--- src/spk_pkg.sv ---
// shared constants, types and the column transpose for the spectrum peak display
package spk_pkg;

   localparam int NUM_BINS   = 16;
   localparam int NUM_LANES  = 6;
   localparam int FREQ_W     = 32;
   localparam int BIN_W      = 4;
   localparam int BYTE_W     = 8;
   localparam int ROWS       = 8;
   localparam int NUM_BYTES  = 2 * ROWS;
   localparam int HALF_COLS  = NUM_BINS / 2;
   localparam int CLAMP_BIT  = 15;
   localparam int COUNT_W    = 4;

   localparam logic [BYTE_W-1:0]  PEAK_RESET = 8'h80;
   localparam logic [BYTE_W-1:0]  FULL_COL   = 8'hff;
   localparam logic [BIN_W-1:0]   MAX_BIN    = 4'd15;
   localparam logic [COUNT_W-1:0] FPU_RESET  = 4'd5;

   typedef logic [NUM_BINS-1:0][BYTE_W-1:0]  col_array_type;
   typedef logic [NUM_BYTES-1:0][BYTE_W-1:0] byte_array_type;
   typedef logic [NUM_LANES-1:0][FREQ_W-1:0] freq_array_type;

   // one lane's finding: whether the tone marks a bin, and which one
   typedef struct packed {
      logic             hit;
      logic [BIN_W-1:0] bin;
   } mark_type;

   typedef mark_type [NUM_LANES-1:0] mark_array_type;

   // merged bin mask waiting for the state update
   typedef struct packed {
      logic                valid;
      logic [NUM_BINS-1:0] mask;
   } stage_type;

   // hand-off of a finished column set to the output side
   typedef struct packed {
      logic          load;
      col_array_type cols;
   } emit_type;

   // byte k covers row k/2, left half for even k and right half for odd k
   function automatic byte_array_type transpose_cols(input col_array_type cols);
      byte_array_type b;
      b = '0;
      for (int k = 0; k < NUM_BYTES; k++) begin
         for (int j = 0; j < HALF_COLS; j++) begin
            b[k][j] = cols[(k % 2) * HALF_COLS + j][ROWS - 1 - (k / 2)];
         end
      end
      return b;
   endfunction

endpackage

--- src/spk_tone_lane.sv ---
// one lane: floor log2 of a tone frequency, clamped, as a bin mark
module spk_tone_lane
   import spk_pkg::*;
(
   input  logic [FREQ_W-1:0] freq,
   output mark_type          mark
);

   // leading one search; anything at or above the clamp bit lands in the top bin
   always_comb begin
      mark.hit = |freq[FREQ_W-1:1];
      mark.bin = '0;
      if (|freq[FREQ_W-1:CLAMP_BIT]) begin
         mark.bin = MAX_BIN;
      end else begin
         for (int i = 1; i < CLAMP_BIT; i++) begin
            if (freq[i]) begin
               mark.bin = BIN_W'(i);
            end
         end
      end
   end

endmodule

--- src/spk_merge.sv ---
// merging stage: combines the lane marks into one registered bin mask
module spk_merge
   import spk_pkg::*;
(
   input  logic           clock,
   input  logic           reset,
   input  logic           in_valid,
   output logic           in_ready,
   input  mark_array_type marks,
   input  logic           taken,
   output stage_type      stage
);

   logic                valid_ff, valid_in;
   logic [NUM_BINS-1:0] mask_ff, mask_in;
   logic [NUM_BINS-1:0] merged;

   // or together the one-hot decode of every lane
   always_comb begin
      merged = '0;
      for (int l = 0; l < NUM_LANES; l++) begin
         if (marks[l].hit) begin
            merged[marks[l].bin] = 1'b1;
         end
      end
   end

   assign in_ready = !valid_ff || taken;

   // stage register, refilled whenever it empties or moves on
   always_comb begin
      valid_in = valid_ff;
      mask_in  = mask_ff;
      if (in_ready) begin
         valid_in = in_valid;
         mask_in  = merged;
      end
   end

   always_ff @(posedge clock) begin
      if (reset) begin
         valid_ff <= 1'b0;
      end else begin
         valid_ff <= valid_in;
      end
      mask_ff <= mask_in;
   end

   assign stage.valid = valid_ff;
   assign stage.mask  = mask_ff;

endmodule

--- src/spk_bins.sv ---
// bin state: peaks, columns, frame divider and the update register
module spk_bins
   import spk_pkg::*;
(
   input  logic               clock,
   input  logic               reset,
   input  logic               csr_write_enable,
   input  logic [COUNT_W-1:0] csr_write_data,
   input  stage_type          stage,
   input  logic               buf_free,
   output logic               taken,
   output emit_type           emit
);

   col_array_type      peak_ff, peak_in;
   col_array_type      col_ff, col_in;
   col_array_type      col_or;
   logic [COUNT_W-1:0] count_ff, count_in;
   logic [COUNT_W-1:0] fpu_ff, fpu_in;
   logic [COUNT_W:0]   count_next;
   logic               show;

   assign show  = (count_ff == '0);
   assign taken = stage.valid && (!show || buf_free);

   // columns with marks and peaks folded in, as the display sees them
   always_comb begin
      for (int i = 0; i < NUM_BINS; i++) begin
         col_or[i] = stage.mask[i] ? FULL_COL : (col_ff[i] | peak_ff[i]);
      end
   end

   assign emit.load = taken && show;
   assign emit.cols = col_or;

   assign count_next = {1'b0, count_ff} + 1'b1;

   // per-transaction update of peaks, columns and divider, plus the csr write of frames per update
   always_comb begin
      peak_in  = peak_ff;
      col_in   = col_ff;
      count_in = count_ff;
      fpu_in   = csr_write_enable ? csr_write_data : fpu_ff;
      if (taken) begin
         for (int i = 0; i < NUM_BINS; i++) begin
            peak_in[i] = stage.mask[i] ? PEAK_RESET : peak_ff[i];
            if (show && (peak_in[i] > 8'd1)) begin
               peak_in[i] = peak_in[i] >> 1;
            end
         end
         if (count_next > {1'b0, fpu_ff}) begin
            count_in = '0;
            col_in   = '0;
         end else begin
            count_in = count_next[COUNT_W-1:0];
            col_in   = col_or;
         end
      end
   end

   always_ff @(posedge clock) begin
      if (reset) begin
         for (int i = 0; i < NUM_BINS; i++) begin
            peak_ff[i] <= PEAK_RESET;
         end
         col_ff   <= '0;
         count_ff <= '0;
         fpu_ff   <= FPU_RESET;
      end else begin
         peak_ff  <= peak_in;
         col_ff   <= col_in;
         count_ff <= count_in;
         fpu_ff   <= fpu_in;
      end
   end

endmodule

--- src/spk_serializer.sv ---
// output side: transposed display bytes shifted out one transaction at a time
module spk_serializer
   import spk_pkg::*;
(
   input  logic              clock,
   input  logic              reset,
   input  emit_type          emit,
   output logic              buf_free,
   output logic              rsp_valid,
   input  logic              rsp_ready,
   output logic [BIN_W-1:0]  rsp_byte_index,
   output logic [BYTE_W-1:0] rsp_byte_value,
   output logic              rsp_last_byte
);

   byte_array_type   bytes_ff, bytes_in;
   logic [BIN_W-1:0] idx_ff, idx_in;
   logic             busy_ff, busy_in;
   logic             last;
   logic             fire;

   assign last     = (idx_ff == BIN_W'(NUM_BYTES - 1));
   assign fire     = busy_ff && rsp_ready;
   assign buf_free = !busy_ff || (fire && last);

   // load a fresh set, or shift one byte out per transaction
   always_comb begin
      bytes_in = bytes_ff;
      idx_in   = idx_ff;
      busy_in  = busy_ff;
      if (emit.load) begin
         bytes_in = transpose_cols(emit.cols);
         idx_in   = '0;
         busy_in  = 1'b1;
      end else if (fire) begin
         for (int k = 0; k < NUM_BYTES - 1; k++) begin
            bytes_in[k] = bytes_ff[k+1];
         end
         idx_in = idx_ff + 1'b1;
         if (last) begin
            busy_in = 1'b0;
         end
      end
   end

   always_ff @(posedge clock) begin
      if (reset) begin
         busy_ff <= 1'b0;
         idx_ff  <= '0;
      end else begin
         busy_ff <= busy_in;
         idx_ff  <= idx_in;
      end
      bytes_ff <= bytes_in;
   end

   assign rsp_valid      = busy_ff;
   assign rsp_byte_index = idx_ff;
   assign rsp_byte_value = bytes_ff[0];
   assign rsp_last_byte  = busy_ff && last;

endmodule

--- src/spectrum_peak_hold_led_matrix_top.sv ---
// top level of the spectrum peak-hold display for a 16 by 8 led matrix
//
// req channel: one transaction per audio frame with three right and three left
// tone frequencies. six log2 lanes work side by side and a merge register
// collects their bin marks; the state update takes its mask from that register.
// rsp channel: on frames where the divider reads zero, sixteen transactions
// carry the display bytes, index 0 to 15, last_byte high on index 15.
// other frames produce no transaction.
// an update passes the merge register, waits there while the output shift
// register drains its previous update, and is then loaded into that shift
// register; its bytes follow one per cycle while rsp_ready is high, and the
// final byte of one update and the next load overlap in the same cycle. a
// frame that causes no update is taken from the merge register without
// waiting, so such frames are taken back to back.
// csr_write_data is taken into frames_per_update whenever csr_write_enable
// is high. reset (synchronous) sets all peaks to 0x80, clears columns and
// the divider and sets frames_per_update to 5. a stalled rsp_ready holds the
// current byte; frames that do not show are still accepted meanwhile.
module spectrum_peak_hold_led_matrix_top
   import spk_pkg::*;
(
   input  logic               clock,
   input  logic               reset,
   input  logic               req_valid,
   output logic               req_ready,
   input  logic [FREQ_W-1:0]  req_right_freq_0,
   input  logic [FREQ_W-1:0]  req_right_freq_1,
   input  logic [FREQ_W-1:0]  req_right_freq_2,
   input  logic [FREQ_W-1:0]  req_left_freq_0,
   input  logic [FREQ_W-1:0]  req_left_freq_1,
   input  logic [FREQ_W-1:0]  req_left_freq_2,
   output logic               rsp_valid,
   input  logic               rsp_ready,
   output logic [BIN_W-1:0]   rsp_byte_index,
   output logic [BYTE_W-1:0]  rsp_byte_value,
   output logic               rsp_last_byte,
   input  logic               csr_write_enable,
   input  logic [COUNT_W-1:0] csr_write_data
);

   freq_array_type freqs;
   mark_array_type marks;
   stage_type      stage;
   emit_type       emit;
   logic           taken;
   logic           buf_free;

   // lane order: right tones first, then left
   assign freqs[0] = req_right_freq_0;
   assign freqs[1] = req_right_freq_1;
   assign freqs[2] = req_right_freq_2;
   assign freqs[3] = req_left_freq_0;
   assign freqs[4] = req_left_freq_1;
   assign freqs[5] = req_left_freq_2;

   // log2 lanes
   for (genvar l = 0; l < NUM_LANES; l++) begin : g_lane
      spk_tone_lane u_lane (
         .freq (freqs[l]),
         .mark (marks[l])
      );
   end

   spk_merge u_merge (
      .clock    (clock),
      .reset    (reset),
      .in_valid (req_valid),
      .in_ready (req_ready),
      .marks    (marks),
      .taken    (taken),
      .stage    (stage)
   );

   spk_bins u_bins (
      .clock            (clock),
      .reset            (reset),
      .csr_write_enable (csr_write_enable),
      .csr_write_data   (csr_write_data),
      .stage            (stage),
      .buf_free         (buf_free),
      .taken            (taken),
      .emit             (emit)
   );

   spk_serializer u_serializer (
      .clock          (clock),
      .reset          (reset),
      .emit           (emit),
      .buf_free       (buf_free),
      .rsp_valid      (rsp_valid),
      .rsp_ready      (rsp_ready),
      .rsp_byte_index (rsp_byte_index),
      .rsp_byte_value (rsp_byte_value),
      .rsp_last_byte  (rsp_last_byte)
   );

endmodule

--- config.mk ---
export PLATFORM = sky130hd
export DESIGN_NAME = spectrum_peak_hold_led_matrix_top
export DESIGN_NICKNAME = d
export VERILOG_FILES = /design/src/spk_pkg.sv /design/src/spk_tone_lane.sv /design/src/spk_merge.sv /design/src/spk_bins.sv /design/src/spk_serializer.sv /design/src/spectrum_peak_hold_led_matrix_top.sv
export SDC_FILE = /design/constraint.sdc
export NUM_CORES = 1
export LEC_CHECK = 0
export BUFFER_PORTS_ARGS = -buffer_cell sky130_fd_sc_hd__buf_2
export CAP_MARGIN = 20
export CORE_ASPECT_RATIO = 0.7
export CORE_MARGIN = 5
export CORE_UTILIZATION = 40
export CTS_BUF_LIST = sky130_fd_sc_hd__clkbuf_4
export DETAILED_ROUTE_END_ITERATION = 6
export GPL_ROUTABILITY_DRIVEN = 0
export SYNTH_ARGS = -nofsm -noshare
export SYNTH_HDL_FRONTEND = slang
export SYNTH_SLANG_ARGS = --single-unit
--- constraint.sdc ---
create_clock -name clock -period 7.5 [get_ports clock]
set_input_delay 1.875 -clock clock [delete_from_list [all_inputs] [get_ports clock]]
set_output_delay 1.875 -clock clock [all_outputs]
set_load 0.05 [all_outputs]
**Word-level counts from Yosys, hierarchy flattened**

Cells that the tools add are included.

- Bits in registers: 414
- Output and inout port bits: 15
- Word-level logic and storage cells: 320

- $add $sub $neg: 2
- Magnitude comparators: 29
- Equality and inequality tests: 1
- Multiplexer cells: 163
- Bitwise gates (word level): 21
- Reductions and logical operators: 50

Operators by type and width:

| operator | number |
|---|---|
| 8-bit 2-to-1 mux | 48 |
| 120-bit 2-to-1 mux | 2 |
| 4-bit 2-to-1 mux | 49 |
| 31-bit OR reduction | 6 |
| 8-bit by 1-bit > comparator with 1-bit output (second input constant) | 16 |
| 128-bit 2-to-1 mux | 1 |
| 8-bit bitwise OR | 16 |
| 17-bit OR reduction | 6 |
| 16-bit 2-to-1 mux | 6 |
| 16-bit bitwise OR | 5 |
| 3-bit 2-to-1 mux | 24 |
| 4-bit by 5-bit less-than comparator with 1-bit output (second input constant) | 6 |
| 1-bit logical AND | 27 |
| 1-bit demux with 4-bit select | 6 |
| 4-bit by 1-bit >= comparator with 1-bit output (second input constant) | 6 |
| 2-bit 2-to-1 mux | 12 |
| 1-bit 2-to-1 mux | 15 |
| 4-bit by 1-bit adder with 5-bit output (second input constant) | 1 |
| 5-bit by 4-bit > comparator with 1-bit output | 1 |
| 4-bit by 1-bit adder with 4-bit output (second input constant) | 1 |
| 4-bit == test (second input constant) | 1 |
| 4-bit zero test | 1 |
| 2-bit nonzero test | 2 |
| 1-bit zero test | 3 |
| other kinds (3) | 5 |

**Logic depth before layout (Yosys ltp)**

Gate-level depths: netlist of the first run.

- Depth in word-level cells: 30
- Mapped depth: 11

**Modules after synthesis**

Synthesis of the first run repeated with hierarchy kept, for this count alone.

- Cells, all modules: 1872
- Area, all modules: 19374.8 µm²

Modules (own cells, without submodules):

| module | instances | cells an instance | area an instance (µm²) |
|---|---|---|---|
| spk_bins | 1 | 1225 | 11081.9 |
| spk_serializer | 1 | 294 | 5572.8 |
| spk_tone_lane | 6 | 36 | 227.7 |
| spk_merge | 1 | 137 | 1353.8 |

**Worst setup path after synthesis of the first run**

OpenSTA, ideal clock, no wires.

- Path type: input to register
- From: in rsp_ready
- To: reg u_serializer.bytes_ff[100] in the netlist's numbering, enable pin
- Setup time: 1.065 ns
- Data arrival time: 5.090 ns
- Slack: 1.345 ns
- Cell stages on the path: 7
- Path buffers: 3
- Cells stage by stage: nand4_1 > nand2_1 > nand3_1 > buf_2 > buf_1 > clkbuf_1 > nand2_1

- Word-level cells in the longest chain between the ends: 7

Ends and longest elaborated chain:

| element | line | RTL |
|---|---|---|
| start, declared | spectrum_peak_hold_led_matrix_top.sv:33 | `input logic rsp_ready,` |
| 1-bit logical AND (*) | spk_serializer.sv:23 | `assign fire = busy_ff && rsp_ready;` |
| 1-bit logical AND | spk_serializer.sv:24 | `assign buf_free = !busy_ff \|\| (fire && last);` |
| 1-bit logical OR | spk_serializer.sv:24 |  |
| 1-bit logical OR | spk_bins.sv:24 | `assign taken = stage.valid && (!show \|\| buf_free);` |
| 1-bit logical AND | spk_bins.sv:24 |  |
| 1-bit logical AND | spk_bins.sv:33 | `assign emit.load = taken && show;` |
| 2-bit nonzero test (no source line) (*) | - |  |
| end signal, assigned | spk_serializer.sv:54 | `bytes_ff <= bytes_in;` |
| end, declared | spk_serializer.sv:16 | `byte_array_type bytes_ff, bytes_in;` |

Every way passes the cells marked *; elsewhere a longest branch is shown, timed or not.
A chain may end at the register's enable or synchronous reset.

**Worst setup path in the final report of the first run**

- From: in rsp_ready
- To: out req_ready

- Word-level cells in the longest chain between the ends: 6

Ends and longest elaborated chain:

| element | line | RTL |
|---|---|---|
| 1-bit logical AND | spk_serializer.sv:23 |  |
| 1-bit logical AND | spk_serializer.sv:24 |  |
| 1-bit logical OR | spk_serializer.sv:24 |  |
| 1-bit logical OR | spk_bins.sv:24 |  |
| 1-bit logical AND | spk_bins.sv:24 |  |
| 1-bit logical OR | spk_merge.sv:28 | `assign in_ready = !valid_ff \|\| taken;` |
| end, declared | spectrum_peak_hold_led_matrix_top.sv:25 | `output logic req_ready,` |

No other way between the ends.

==> qor.csv, run 1 <==
metric;value;unit
run_status;complete, no violations;
worst-path-buf-inv;3;
synthTopCellsByCount;o21ai_0 (289), dfxtp_1 (270), nor2_1 (196);
ys.flop_type;dfxtp_1;
rsz0062_at_grt;false;
switchingPower;1340;uW
ctsHtreeMaxLevel;3;
synth_xor_area_share;0.241;%
start_util;40.3;%
cp-start-kind;input pin;
via_per_inst;5.48;
root_buffer;clkbuf_4;
netSwitchingFraction;26.9;%
critPathKind;in2out;
drcViolationCount;0;
core_region_area;45000;um^2
wire_per_inst;16.9;um
numCtsBuffers;94;
die_w;264;um
powerDensity;238;nW/um^2
synth_top_cell_by_area;dfxtp_1;
synthAdderAreaFrac;0.483;%
tightestPinTransition;1.21;ns
synth.avg_cell_area;8.81;um^2
post-cts-setup-buffers;0;
rows;65;
fmax;199;MHz
clk_latency;0.76;ns
slowest_stage;buf_4;
worstPathCellList;buf_2 > nand4_1 > nand4_1 > buf_4 > buf_2;
slew_violations;0;
hold_slack;0.446;ns
synth_area_leaders;dfxtp_1 (30%), edfxtp_1 (24%), o21ai_0 (8.0%);
cts_sinks;414;
drive_above_1_share;17.2;%
clk_pin_slew;0.07;ns
yosys_warnings;0;
fin_setup_tns;0;ns
synth.most_common_cell;o21ai_0;
required;5.62;ns
seq_power_share;51.8;%
slowest_delay;0.32;ns
grt_util_met3;5.02;%
ant_nets;0;
place_hpwl;32300;um
grt_max_degree;168;
hold_buffers;0;
maxCapViolations;0;
io_buffers;209;
cts_max_path_buffers;3;
use_met1;28.4;%
grt_pass1_wl;79100;um
slew-limit-headroom;18.5;%
area_growth_syn_to_layout;15.1;%
cp-end-kind;output pin;
cp_max_fo;16;
syn-num-nets;2266;
use_met2;27.4;%
yosysSeqAreaShare;53.7;%
finalHoldViolCount;0;
nNetsFinal;2458;
synth_top_family_by_area;compound AO/OA/AOI/OAI gates;
finalSetupViolations;0;
ctsResizeCount;0;
dr_total_vias;16100;
synth_compound_area_share;20.6;%
finish.utilization;46.4;%
synth_mux_area_share;0.221;%
top_usage_layer;met1;
grt_overflow;0;
clock_skew;0.0361;ns
syn_inst;2058;
layout_min_cycle_time;5.03;ns
synth_top_area_share;29.8;%
synth_cell_types;71;
finalCritPeriodShare;67.1;%
dieArea;49800;um^2
syn_area;18100;um^2
pwr-share-clk;37.0;%
antenna_found_initial;2;
synth_edf_count;144;
die_h;188;um
synth-async-reset-ratio;0;%
track_usage;19.2;%
p_comb_share;11.2;%
num_io_pins;216;
ir_worst_vdd;174;uV
cts_tree;done;
dr.pass1.iters;6;
total_power;4970;uW
cp.arrival;3.16;ns
cp_top_family;buffers and inverters;
leakage;0.00779;uW
synthSimpleGateAreaFrac;18.8;%
first_iter_violations;1425;
first_global_vias;15200;
ys_ff_latch;414;
routed_wl;49700;um
hp-class;reg2reg;
internal-power;3630;uW
final timing paths:
check	start	end	slack, ns	cells after the start
setup reg to reg	u_serializer.rsp_byte_index[0]$_SDFFE_PP0P_	u_serializer.bytes_ff[82]$_DFFE_PP_	3.72	6
setup / recovery	rsp_ready	req_ready	2.47	5
hold reg to reg	u_bins.col_ff[54]$_SDFFE_PP0P_	u_bins.col_ff[54]$_SDFFE_PP0P_	0.45	2
hold / removal	u_bins.col_ff[54]$_SDFFE_PP0P_	u_bins.col_ff[54]$_SDFFE_PP0P_	0.45	2
cell type report:
cell class	count	area, um^2
diodes	2	5.00
flip-flops and latches	414	9730
multi-input cells	1369	7380
clock buffers	153	1150
clock inverters	23	118
inverters	150	563
well taps	603	754
fillers	4368	24100
repair buffers	221	1180
placed cells by master, fill, tap and decap left out, types with 4 or more instances in the layout:
cell type  instances
clkinv_1          19
mux2i_1            4
a222oi_1           5
ha_1               7
o21ai_0          289
a31oi_1            4
and3_1             8
nor3_1           146
o31ai_1            6
nand2b_1          10
dfxtp_1          270
o311ai_0           4
a32oi_1            9
o211ai_1           5
edfxtp_1         144
and4_1             4
o21ai_1            8
nand4_1           11
a21oi_1          171
nor2_1           196
clkbuf_4         153
nand3b_1           7
buf_4             10
or3_1              9
nor2b_1           14
a22oi_1           97
inv_1            149
nand4b_1          12
buf_2            208
and2_1             5
o2111ai_1          8
or2_2              8
nor4_1            64
or4_1              7
nand2_1          177
nand3_1           13
cells by family (layout without fill, tap and decap cells):
family	Yosys count	after routing
muxes	4	4
adders and majority gates	7	7
DFF	414	414
AOI/OAI and AO/OA	643	643
buffers and inverters	275	547
xor gates and xnor gates	5	5
other	1	3
and+or+nand+nor	709	709
worst register-to-register path, stage by stage, from the launching register on:
cell     delay, ns
dfxtp_1       0.39
ha_1          0.21
nand4_1       0.28
nand2_1       0.26
nand3_4       0.65
nand2_4       1.01
buf_4         0.60
sequential cells by signal, summed over array words and instances, names as in the netlist:
name,flops
u_merge.mask_ff,16
u_serializer.rsp_byte_value,8
u_serializer.bytes_ff,120
u_bins.col_ff,128
u_bins.fpu_ff,4
u_serializer.rsp_valid,1
u_bins.peak_ff,128
u_bins.count_ff,4
u_serializer.rsp_byte_index,4
u_merge.valid_ff,1
per-stage QoR:
step | worst slack [ns] | area (um^2) | cells
2_1_floorplan | 1.34 | 18100 | 2058
3_3_place_gp | 2.38 | 19600 | 2757
3_5_place_dp | 2.28 | 19600 | 2757
4_1_cts | 2.43 | 20900 | 2933
5_1_grt | 2.39 | 20900 | 2934
6_report | 2.47 | 20900 | 2935
power by group through the flow:
stage	sequential (uW)	clock [uW]	combinational (uW)
floorplan	2600	0	373
global placement	2620	0	539
detailed placement	2620	0	555
CTS	2570	1900	557
global route	2590	2030	629
finish	2570	1840	556
routing by layer:
metal | routed length, um | vias to the layer above
met5 | 103 | -
met2 | 21000 | 496
li1 | - | 7875
met3 | 3510 | 90
met1 | 24100 | 7631
met4 | 1060 | 2
Note: power is estimated with default switching activity, not from simulation.
==> run 2: changes to the inputs <==
--- a/config.mk
+++ b/config.mk
@@ -5,6 +5,7 @@
 export SDC_FILE = /design/constraint.sdc
 export NUM_CORES = 1
 export LEC_CHECK = 0
+export ABC_AREA = 1
 export BUFFER_PORTS_ARGS = -buffer_cell sky130_fd_sc_hd__buf_2
 export CAP_MARGIN = 20
 export CORE_ASPECT_RATIO = 0.7
==> constraint.sdc (replaced) <==
create_clock -name clock -period 4.25 [get_ports clock]
set_input_delay 1.0625 -clock clock [delete_from_list [all_inputs] [get_ports clock]]
set_output_delay 1.0625 -clock clock [all_outputs]
set_load 0.05 [all_outputs]
==> run 2 against run 1 <==
Effect of this change:
- worst setup slack got worse by 1.9 ns
- global-route usage is 0.20 points higher
- core utilization up 0.083 points
- die area up 10%
- combinational power increased to 2.6 times the previous value
- final cell count increased by 22%
- clock skew is 0.026 ns higher
- worst hold slack gained 0.020 ns
- power increased by 92%
- non-clock buffer count increased by 9
- highest routed layer is now met4
==> qor.csv, run 2 <==
metric;value;unit
powerDensity;414;nW/um^2
die_h;198;um
dr_total_vias;18800;
synth.avg_cell_area;7.61;um^2
layout.cells.most_common;nand2_1;
via_per_inst;5.23;
dieArea;54900;um^2
fmax;273;MHz
cp_max_fo;4;
slew_violations;0;
first_iter_violations;1663;
rows;68;
ys_ff_latch;414;
required;3.19;ns
synth_edf_count;144;
synth_area_leaders;dfxtp_1 (27%), edfxtp_1 (22%), nand2_1 (13%);
ctsHtreeMaxLevel;3;
run_status;complete, no violations;
hold_slack;0.466;ns
hold_buffers;0;
syn_area;20100;um^2
drcViolationCount;0;
synth_cell_types;41;
cts_sinks;414;
mostFrequentLayoutCells;nand2_1 (673), nor2_1 (289), inv_1 (273);
top_regs;u_bins.col_ff x128, u_bins.peak_ff x128, u_serializer.bytes_ff x120;
synthTopCellsByCount;nand2_1 (675), nor2_1 (289), inv_1 (274);
wire_per_inst;15.4;um
drive_above_1_share;15.3;%
ant_nets;0;
track_usage;19.4;%
cp-start-kind;flip-flop;
nNetsFinal;3047;
clk_latency;0.85;ns
antenna_found_initial;2;
yosysSeqAreaShare;48.4;%
finalHoldViolCount;0;
place_hpwl;35600;um
cts_max_path_buffers;3;
syn_inst;2642;
synth_top_area_share;26.9;%
finalSetupViolations;0;
ctsResizeCount;0;
finalCritPeriodShare;86.3;%
yosys_warnings;0;
dr.pass1.iters;6;
cp-end-kind;output pin;
post-cts-setup-buffers;0;
grt_pass1_wl;88900;um
finish.utilization;46.5;%
clock_skew;0.0623;ns
hp-class;reg2reg;
final_cells;3590;
wl_met1;27000;um
syn-num-nets;2850;
io_buffers;209;
numCtsBuffers;99;
critPathKind;reg2out;
root_buffer;clkbuf_4;
area_growth_syn_to_layout;14.5;%
synth-async-reset-ratio;0;%
total_power;9540;uW
place_inst;3403;
layout_min_cycle_time;3.67;ns
maxCapViolations;0;
start_util;40.6;%
ir_worst_vdd;207;uV
slowest_stage;o21ai_1;
slew-limit-headroom;31.4;%
worstPathCellList;ha_1 > nand3_1 > o21ai_1 > or2_1 > or2_2 > buf_2;
grt_max_degree;183;
die_w;278;um
routed_wl;55300;um
fillers;4907;
met3_length;3670;um
wl_met2;23700;um
tightestPinTransition;1.03;ns
core_region_area;49500;um^2
slowest_delay;0.42;ns
cp.arrival;2.60;ns
synth.most_common_cell;nand2_1;
ys.flop_type;dfxtp_1;
grt_overflow;0;
fin_setup_tns;0;ns
rsz0062_at_grt;false;
cts_tree;done;
highest-signal-layer;met4;
first_global_vias;17500;
num_io_pins;216;
synth_top_cell_by_area;dfxtp_1;
clk_pin_slew;0.07;ns
leakage;0.0103;uW
## run 2: cells by family (layout without fill, tap and decap cells)
kind of cell | after synthesis | count (layout) | share of synthesized area, %
buf+inv | 420 | 698 | 8.62
fa+ha+maj | 7 | 7 | 0.436
xor+xnor | 5 | 5 | 0.218
simple gates | 1265 | 1265 | 26.5
compound gates | 530 | 530 | 15.8
other cells | 1 | 6 | 0.0187
flops | 414 | 414 | 48.4
## run 2: power by group
| group | leakage [uW] | switching (uW) | internal (uW) |
|---|---|---|---|
| registers | 0.00360 | 148 | 4440 |
| clock network | 0.000810 | 1630 | 1860 |
| logic | 0.00592 | 991 | 472 |
## run 2: worst paths after layout
kind	start	endpoint	slack (ns)	cells after the start
worst min register to register	u_bins.peak_ff[40]$_SDFFE_PP0P_	u_bins.peak_ff[40]$_SDFFE_PP0P_	0.47	2
worst max register to register	u_serializer.rsp_byte_index[0]$_SDFFE_PP0P_	u_bins.col_ff[25]$_SDFFE_PP0P_	1.13	12
worst min-delay path	u_bins.peak_ff[40]$_SDFFE_PP0P_	u_bins.peak_ff[40]$_SDFFE_PP0P_	0.47	2
worst max-delay path	u_serializer.rsp_byte_index[0]$_SDFFE_PP0P_	req_ready	0.58	6
## run 2: area by class of cell
type	count	area, um^2	area share [%]
Sequential cell	414	9730	42.3
Multi-Input combinational cell	1808	8680	37.7
Timing Repair Buffer	230	1320	5.74
Clock buffer	157	1180	5.12
Inverter	286	1070	4.67
Tap cell	665	832	3.61
Clock inverter	25	189	0.821
Antenna cell	5	12.5	0.0544
## run 2: critical path: cells and delay by family, from the launching register on
kind            cells  cell delay (ns)
compound gates      1             0.42
fa+ha+maj           1             0.20
buf+inv             1             0.28
flops               1             0.40
simple gates        3             0.49
## run 2: per-stage QoR
| step | setup WS (ns) | area (um^2) |
|---|---|---|
| 2_1_floorplan | 0.127 | 20100 |
| 3_3_place_gp | 0.498 | 21600 |
| 3_5_place_dp | 0.401 | 21600 |
| 4_1_cts | 0.459 | 23000 |
| 5_1_grt | 0.448 | 23000 |
| 6_report | 0.584 | 23000 |
## run 2: metal layers
metal	track usage (%)	up-vias
met3	4.10	82
li1	-	9344
met2	29.2	516
met1	28.6	8832
met4	4.70	0
met5	0	-
